$ cat src/rtl/osa_ram.sv
// Generic single-write, single-read synchronous RAM with registered read.
// No dependencies.
module osa_ram #(
  parameter int WIDTH = 8,
  parameter int DEPTH = 16
) (
  input  logic                     clk,
  input  logic                     we,
  input  logic [$clog2(DEPTH)-1:0] waddr,
  input  logic [WIDTH-1:0]         wdata,
  input  logic                     re,
  input  logic [$clog2(DEPTH)-1:0] raddr,
  output logic [WIDTH-1:0]         rdata
);

  logic [WIDTH-1:0] mem [DEPTH];

  always_ff @(posedge clk) begin
    if (we) mem[waddr] <= wdata;
    if (re) rdata <= mem[raddr];
  end

endmodule
$ cat config.mk
export PLATFORM = sky130hd
export DESIGN_NAME = osa_ram
export DESIGN_NICKNAME = d
export VERILOG_FILES = /design/src/rtl/osa_ram.sv
export SDC_FILE = /design/constraint.sdc
export NUM_CORES = 1
export LEC_CHECK = 0
export ABC_AREA = 1
export BUFFER_PORTS_ARGS = -buffer_cell sky130_fd_sc_hd__buf_2
export CAP_MARGIN = 10
export CORE_MARGIN = 5
export CORE_UTILIZATION = 30
export CTS_CLUSTER_SIZE = 12
export DETAILED_ROUTE_END_ITERATION = 7
export HOLD_SLACK_MARGIN = 0.08
export SLEW_MARGIN = 20
export SYNTH_ARGS = -nofsm -noshare
export SYNTH_HDL_FRONTEND = slang
export SYNTH_SLANG_ARGS = --single-unit
$ cat constraint.sdc
create_clock -name clk -period 0.95 [get_ports clk]
set_input_delay 0.0475 -clock clk [delete_from_list [all_inputs] [get_ports clk]]
set_output_delay 0.0475 -clock clk [all_outputs]
set_load 0.02 [all_outputs]
* Yosys cells after proc, flatten, opt, wreduce, memory -nomap -nowiden
Memory sizes are Yosys's and may differ from the RTL's. A register that Yosys moved wholly into a read port is not among the register bits.
Index checks and enable logic that the tools add are counted.
** Word-level totals
- Register bits :: 0
- Latch bits :: 0
- Bits in writable memories :: 128
- Bits in read-only memories :: 0
- Input port bits :: 19
- Word-level logic and storage cells :: 3
- Memories kept :: 1
** Operators by class
- Add/subtract/negate cells :: 0
- Multipliers :: 0
- Div/mod/pow operators :: 0
- Order comparisons :: 0
- Equality and inequality tests :: 0
- Shift operators :: 0
- Multiplexer cells :: 2
- Bitwise operators :: 0
- Reductions and logical operators :: 0
** Memories
- mem :: depth 16, width 8, rd ports 1, clocked after Yosys merged registers in 1, wr ports 1, line 16 : logic [WIDTH-1:0] mem [DEPTH];
** Operator list (count)
- $mux 1 :: 2

* Depth between registers and ports, before layout
Gate-level depths: netlist of run 1.
- Depth after elaboration :: 2
- Gate-level depth with buffers :: 8

* Worst setup path before layout of run 1
OpenSTA, ideal clock, no wires.
- Path kind :: input port to flip-flop
- Start :: in waddr[3]
- End :: mem mem[4][0], enable pin
- Arrival time :: 628 ps
- Required time :: 580 ps
- Setup slack :: -48 ps
- Stages on the path :: 2
- Path through :: nand3b_1 -> nor2_1
** RTL lines
- start, declared :: line 9 : input logic [$clog2(DEPTH)-1:0] waddr,
- end, declared :: line 16
Straight into the memory's write port.

==> results of run 1 <==
==> Yosys cell counts (all sizes together) <==
| cell type | count |
|---|---|
| nand3b | 2 |
| nand3 | 97 |
| edfxtp | 136 |
| buf | 24 |
| nand2 | 173 |
| nor2 | 17 |
| inv | 102 |
==> routing by layer <==
| layer | up-vias | track usage [%] | wire (um) | share of wire (%) |
|---|---|---|---|---|
| met3 | 23 | 4.240 | 846 | 6.2 |
| li1 | 1901 | - | - | - |
| met4 | 0 | 4.805 | 291 | 2.1 |
| met5 | - | 0 | 0 | 0 |
| met2 | 110 | 21.09 | 6593 | 48 |
| met1 | 1834 | 17.07 | 5996 | 44 |
==> power by group <==
part           internal [mW]  leakage [nW]  switching (mW)  total, mW
registers               6.76          1.24          0.0412       6.81
logic                  0.360          1.60           0.667       1.03
clock network           4.07         0.270            2.33       6.40
total                   11.2          3.10            3.04       14.2
==> area by class of cell <==
cell class                      instances  area [um2]  share of cell area, %
Tap cell                              265       331.6                  4.524
Multi-Input combinational cell        289        1394                  19.02
Inverter                              102       382.9                  5.224
Timing Repair Buffer                   66       569.3                  7.767
Sequential cell                       136        4084                  55.72
Clock inverter                          9       127.6                  1.741
Clock buffer                           21       440.4                  6.009
==> placed cells by master (no fill, tap or decap), drive strengths merged <==
master,Yosys,routed
nand2,173,173
edfxtp,136,136
inv,102,102
nand3,97,97
buf,24,58
clkbuf,0,21
nor2,17,17
dlygate4sd3,0,8
clkinv,0,4
bufinv,0,3
nand3b,2,2
clkinvlp,0,2
==> state kept, by name, indices dropped and copies added (netlist names) <==
signal,count
mem,128
rdata,8
==> per-stage QoR <==
step                instance area (um2)  power (mW)
floorplan                          5852       7.428
global placement                   6462       7.834
detailed placement                 6462       7.841
CTS                                7236       14.32
global route                       7330       14.79
finish                             7330       14.24
==> final timing paths <==
| path | start | to | cells past startpoint |
|---|---|---|---|
| min | wdata[6] | mem[4][6] | 1 |
| max reg2reg | mem[1][3] | rdata[3] | 6 |
| min reg2reg | mem[10][6] | rdata[6] | 6 |
| max | mem[1][3] | rdata[3] | 6 |
==> cell families after synthesis <==
family | count (synthesis)
buffers and inverters | 126
flip-flops | 136
AND/OR/NAND/NOR | 289
==> what timing repair did <==
action,4_1_cts,5_1_grt
hold endpoints to repair,120,0
gates cloned,0,0
resized for setup,29,27
hold buffers,8,0
setup endpoints to repair,16,16
pin swaps,8,13
==> reports/qor.yml, run 1 <==
dieWidth_um: 149.6
post-route-period-util_pct: 117.0
dpl.cell_count: 850
syn-num-nets: 570
setup_viol: 16
min_period_ns: 1.112
finalHoldViolations: 0
arrival_ns: 1.28
vias: 3868
max_freq_mhz: 899.5
fin_nets: 631
critPathSlowestCell: "edfxtp_1"
syn_avg_cell_area_um2: 10.61
dp_hpwl_mm: 8.888
vdd_drop_max_v: 0.001338
ys_top_cells_by_area: "edfxtp_1 70%, nand2_1 11%, nand3_1 8.3%"
drv_slew: 0
ys_seq_area_share_pct: 69.85
drt-total-wl_mm: 13.73
clkTransAtPathRegs_ns: 0.06
clockRootBuffer: "clkbuf_16"
critPathMaxFanout: 1
grt_remaining_overflow: 0
gp_congestion: 0.8054
critPathTopFamily: "simple AND/OR/NAND/NOR gates"
cpMostUsedCell: "nand3_2"
setup_slack_ns: -0.1617
ys_ff_latch: 136
synth-compound-area-share_pct: 0
leakage_nw: 3.101
cpPeakStageDelay_ns: 0.36
drc: 0
violations: "negative setup slack"
cts-htree-levels: 4
n_fill_cell: 1878
rrSetupSlack_ns: -0.16
required_ns: 1.12
worst_slew_pin_slew_ns: 0.4229
vias_per_cell: 4.356
worstPathCellList: "inv_1, nand2_1, nand3_1, nand3_2, nand3_2, nand2_2"
skew_ns: 0.006332
antenna_cells: 0
hp-class: "in -> reg"
relSlewSlack_pct: 71.77
synth.distinct_cells: 11
worstSetupStartpointType: "flip-flop"
numCtsBuffers: 17
fin_cells: 888
utilization_pct: 37.91
run_status: "complete, but fails checks"
synth_top_area_cell: "edfxtp_1"
dr.pass1.iters: 4
grt_pass1_wl_mm: 21.61
synth.cell_area_um2: 5847
path_buf_inv: 1
clockBufferDepth: 2
synth_top_cell_area_share_pct: 69.85
fin_setup_tns_ns: -1.472
area_growth_pct: 25.36
start_util_pct: 30.24
grt_max_degree: 37
drv_cap: 0
cts_tree: "yes"
synth_top_family_by_area: "simple AND/OR/NAND/NOR gates"
syn_inst: 551
post-place-ws_ns: -0.3049
power_density_nw_per_um2: 1942
cp-end-kind: "flip-flop"
placementRows: 51
core_area_um2: 19330
rsz0062_at_grt: "true"
cts_setup_buffers: 0
first_iter_violations: 314
die_area_um2: 22380
drive_above_1_share_pct: 20.71
antenna_found_initial: 0
ios: 27
cts_sinks: 136
worst_hold_slack_ns: 0.08657
grt_pass1_vias: 3835
synthAdderAreaFrac_pct: 0
wl_per_cell_um: 15.46
die_h_um: 149.6
grtUsageTotal_pct: 13.26
numPortBuffers: 26
yosys_warnings: 0
synth_simple_gate_area_share_pct: 20.76
ant_nets: 0
synth.area.mux_share_pct: 0
synth-xor-area-share_pct: 0
clock_latency_ns: 0.42
crit_type: "reg -> reg"
(Power assumes the default switching activity.)
==> inputs of run 2 (changes only) <==
==> constraint.sdc (replaced) <==
create_clock -name clk -period 0.95 [get_ports clk]
set_input_delay 0.0475 -clock clk [delete_from_list [all_inputs] [get_ports clk]]
set_output_delay 0.0475 -clock clk [all_outputs]
set_load 0.05 [all_outputs]
==> run 2 against run 1 <==
  * The flow still finishes with violations (negative setup slack)
  * Die area unchanged
  * Setup slack gained 0.0029 ns
  * Critical path depth unchanged
  * Global-route usage is essentially flat
  * Non-clock buffer count is the same
  * Register-to-register slack hardly changed
  * First-iteration DRC count increased by 2.5%
  * Via count down 0.10%
  * Count of clock-buffer cells in the layout unchanged
  * Critical path type unchanged
==> reports/qor.yml, run 2 (synthesis gave the netlist of run 1 again) <==
ant_nets: 0
wl_per_cell_um: 15.40
regMostFlops: "mem"
antenna_found_initial: 0
drc: 0
grt_max_degree: 37
vdd_drop_max_v: 0.001342
leakage_nw: 3.114
numCtsBuffers: 17
numPortBuffers: 26
setup_slack_ns: -0.1588
dp_hpwl_mm: 8.888
placementRows: 51
largestRegisters: "mem (128), rdata (8)"
power_density_nw_per_um2: 1947
vias_per_cell: 4.351
relSlewSlack_pct: 67.48
grt_pass1_wl_mm: 21.54
violations: "negative setup slack"
gp_congestion: 0.8054
drv_cap: 0
cts_tree: "yes"
cts-htree-levels: 4
drv_slew: 0
arrival_ns: 1.28
max_freq_mhz: 901.9
first_iter_violations: 322
fin_nets: 631
fin_setup_tns_ns: -1.606
fin_cells: 888
post-route-period-util_pct: 116.7
dieWidth_um: 149.6
clockRootBuffer: "clkbuf_16"
dpl.cell_count: 850
setup_viol: 16
min_period_ns: 1.109
clock_latency_ns: 0.42
utilization_pct: 38.06
n_fill_cell: 1870
die_area_um2: 22380
skew_ns: 0.006532
vias: 3864
cp-end-kind: "flip-flop"
hp-class: "in -> reg"
finalHoldViolations: 0
final_cell_mix: "169 x nand2_1, 136 x edfxtp_1, 98 x inv_1"
run_status: "complete, but fails checks"
final_common_cell: "nand2_1"
worst_slew_pin_slew_ns: 0.4873
multi_input_area_um2: 1416
clockBufferDepth: 2
critPathMaxFanout: 1
layout.area.seq_um2: 4084
cts_sinks: 136
area_growth_pct: 25.85
drive_above_1_share_pct: 20.71
dr.pass1.iters: 4
clkTransAtPathRegs_ns: 0.06
required_ns: 1.12
grtUsageTotal_pct: 13.22
rsz0062_at_grt: "true"
die_h_um: 149.6
grt_pass1_vias: 3838
antenna_cells: 0
worstSetupStartpointType: "flip-flop"
largest_reg_flops: 128
ios: 27
grt_remaining_overflow: 0
start_util_pct: 30.24
core_area_um2: 19330
drt-total-wl_mm: 13.68
crit_type: "reg -> reg"
run 2: cell counts in the layout (fill, tap and decap cells not counted):
No cell type changed its count.
run 2: cell type report:
type | instances | share of cell area, %
multi-input combinational | 289 | 19.25
clock buffer | 21 | 5.985
tap | 265 | 4.506
inverter | 102 | 5.203
timing repair buffer | 66 | 7.822
sequential | 136 | 55.50
clock inverter | 9 | 1.734
run 2: final timing paths:
check | slack, ns | to | depth (start not counted) | start
max | -0.16 | rdata[5] | 6 | mem[7][5]
min reg2reg | 0.76 | rdata[1] | 6 | mem[12][1]
max reg2reg | -0.16 | rdata[5] | 6 | mem[7][5]
min | 0.09 | mem[4][6] | 1 | wdata[6]
run 2: worst max-delay path: stages, from the launching register on:
cell and delay (ns):
edfxtp_1 0.36, inv_1 0.07, nand2_1 0.06, nand3_2 0.09
nand3_2 0.09, nand3_2 0.11, nand2_2 0.08
run 2: layer usage:
layer / global-route usage [%] / routed length, um / up-vias
met5: 0 / 0 / -
met3: 4.240 / 833 / 21
met1: 16.97 / 5929 / 1838
li1: - / - / 1901
met4: 5.080 / 268 / 0
met2: 20.93 / 6644 / 104
run 2: through the flow:
stage	hold slack, ns	worst slack (ns)	area [um2]	total power, mW
floorplan	0.1464	-0.04834	5852	7.494
global placement	0.4424	-0.2903	6462	7.899
detailed placement	0.4382	-0.3049	6462	7.906
CTS	0.08767	-0.1866	7298	14.42
global route	0.08278	-0.2298	7358	14.87
finish	0.08932	-0.1588	7358	14.33
run 2: where the power goes:
group | total, mW | internal [mW] | switching [mW]
clock network | 6.41 | 4.08 | 2.34
registers | 6.81 | 6.76 | 0.0422
logic | 1.11 | 0.369 | 0.738
run 2: timing repair:
action,CTS,global route
pin swaps,32,16
endpoints found under the setup margin,16,16
hold endpoints to repair,120,0
setup buffers,0,0
gates resized for setup,44,15
hold buffers,8,0
==> inputs of run 3 (changes only) <==
--- a/config.mk
+++ b/config.mk
@@ -13,6 +13,7 @@
 export CTS_CLUSTER_SIZE = 12
 export DETAILED_ROUTE_END_ITERATION = 7
 export HOLD_SLACK_MARGIN = 0.08
+export PLACE_DENSITY = 0.56
 export SLEW_MARGIN = 20
 export SYNTH_ARGS = -nofsm -noshare
 export SYNTH_HDL_FRONTEND = slang
==> constraint.sdc (replaced) <==
create_clock -name clk -period 1 [get_ports clk]
set_input_delay 0.05 -clock clk [delete_from_list [all_inputs] [get_ports clk]]
set_output_delay 0.05 -clock clk [all_outputs]
set_load 0.05 [all_outputs]
==> run 3 against run 2 <==
  * The flow still finishes with violations (negative setup slack)
  * Via count up 2.4%
  * Critical path depth is 5 lower
  * Core utilization up 0.54 points
  * Die area is the same
  * Non-clock buffer count grew 4
  * Global-route usage about the same
  * Clock skew decreased by 0.0021 ns
  * Total power decreased by 9.3%
  * Design area is 1.4% higher
  * Clock power fell by 16%
  * Largest cell class unchanged
  * Highest routed layer unchanged
==> reports/qor.yml, run 3 (synthesis gave the netlist of run 1 again) <==
placementRows: 51
final_common_cell: "nand2_1"
vias: 3957
power.switching_mw: 2.858
final_cell_mix: "160 x nand2_1, 136 x edfxtp_1, 97 x inv_1"
max_freq_mhz: 904.6
fin_nets: 635
ios: 27
area_growth_pct: 27.63
cp-end-kind: "primary output"
numPortBuffers: 26
clkTransAtPathRegs_ns: 0.05
clock_latency_ns: 0.41
numCtsBuffers: 17
arrival_ns: 1.06
rsz0062_at_grt: "true"
cts_sinks: 136
grt_max_degree: 46
clkPwrFrac_pct: 41.4
grt_pass1_vias: 3975
cpPeakStageDelay_ns: 0.45
place_area_um2: 6565
hp-class: "in -> reg"
pwr-share-seq_pct: 49.8
setup_slack_ns: -0.1055
die_h_um: 149.6
die_area_um2: 22380
cts-htree-levels: 4
critPathMaxFanout: 1
power_density_nw_per_um2: 1741
worst_slew_pin_slew_ns: 0.4614
grtUsageTotal_pct: 13.22
grt_pass1_wl_mm: 21.69
clockBufferDepth: 2
ant_nets: 0
skew_ns: 0.004469
run_status: "complete, but fails checks"
vdd_drop_max_v: 0.001236
required_ns: 0.95
drv_slew: 0
worstSetupStartpointType: "flip-flop"
gp_congestion: 0.8024
core_area_um2: 19330
min_period_ns: 1.105
largest_reg_flops: 128
violations: "negative setup slack"
clockRootBuffer: "clkbuf_16"
postLayoutCellArea_um2: 7462
drt-total-wl_mm: 13.99
post-route-period-util_pct: 110.5
finalHoldViolations: 0
p_sw_share_pct: 22.00
drive_above_1_share_pct: 24.48
crit_type: "reg -> out"
vias_per_cell: 4.446
critPathTopFamily: "flip-flops"
dr.pass1.iters: 5
antenna_cells: 0
first_iter_violations: 329
setup_viol: 16
grt_remaining_overflow: 0
p_total_mw: 12.99
leakage_nw: 3.163
n_fill_cell: 1857
critPathSlowestCell: "edfxtp_1"
cts_tree: "yes"
regMostFlops: "mem"
antenna_found_initial: 0
p_int_mw: 10.13
drc: 0
wl_per_cell_um: 15.71
worstPathCellList: "buf_6"
cts_setup_buffers: 0
relSlewSlack_pct: 69.20
start_util_pct: 30.24
dieWidth_um: 149.6
dp_hpwl_mm: 9.078
share_comb_of_total_power_pct: 8.8
largestRegisters: "mem (128), rdata (8)"
path_buf_inv: 1
drv_cap: 0
post-place-ws_ns: -0.2996
run 3: metal layers:
layer  share of wire (%)  vias to the layer above  global-route usage (%)
li1                    -                     1905                       -
met1                  44                     1931                   17.10
met2                  49                      102                   21.65
met5                   0                        -                       0
met4                 1.7                        0                   4.577
met3                 5.6                       19                   3.392
run 3: what timing repair did:
action                     4_1_cts  5_1_grt
setup endpoints to repair       16       16
hold buffers                     6        0
gates resized for setup         53       30
hold endpoints to repair        80        0
pin swaps                       26       19
run 3: final cells by class:
type | instances | area (um2) | area share [%]
Multi-Input combinational cell | 289 | 1504 | 20.15
Inverter | 102 | 382.9 | 5.131
Sequential cell | 136 | 4084 | 54.73
Clock buffer | 20 | 436.7 | 5.852
Timing Repair Buffer | 70 | 663.1 | 8.887
Clock inverter | 8 | 60.06 | 0.8048
Tap cell | 265 | 331.6 | 4.443
run 3: power groups by stage:
stage	sequential, mW	combinational [mW]	clock [mW]
floorplan	6.67	0.450	0
global placement	6.58	0.976	0
detailed placement	6.58	0.989	0
CTS	6.47	1.11	5.47
global route	6.48	1.24	5.75
finish	6.47	1.14	5.38
run 3: final timing paths:
kind | startpoint | end | slack [ns] | cells past startpoint
max | rdata[5] | rdata[5] | -0.11 | 1
min | wdata[6] | mem[9][6] | 0.09 | 1
max reg2reg | mem[3][2] | rdata[2] | -0.10 | 6
min reg2reg | mem[12][1] | rdata[1] | 0.77 | 6
run 3: per-stage QoR:
stage	hold slack [ns]	util, %	setup TNS (ns)	cells
2_1_floorplan	0.1489	-	-0.05405	551
3_3_place_gp	0.4196	33.95	-5.375	856
3_5_place_dp	0.4261	33.95	-7.802	856
4_1_cts	0.08486	38.01	-0.9874	890
5_1_grt	0.08632	38.59	-1.598	890
6_report	0.08937	38.59	-0.8779	890
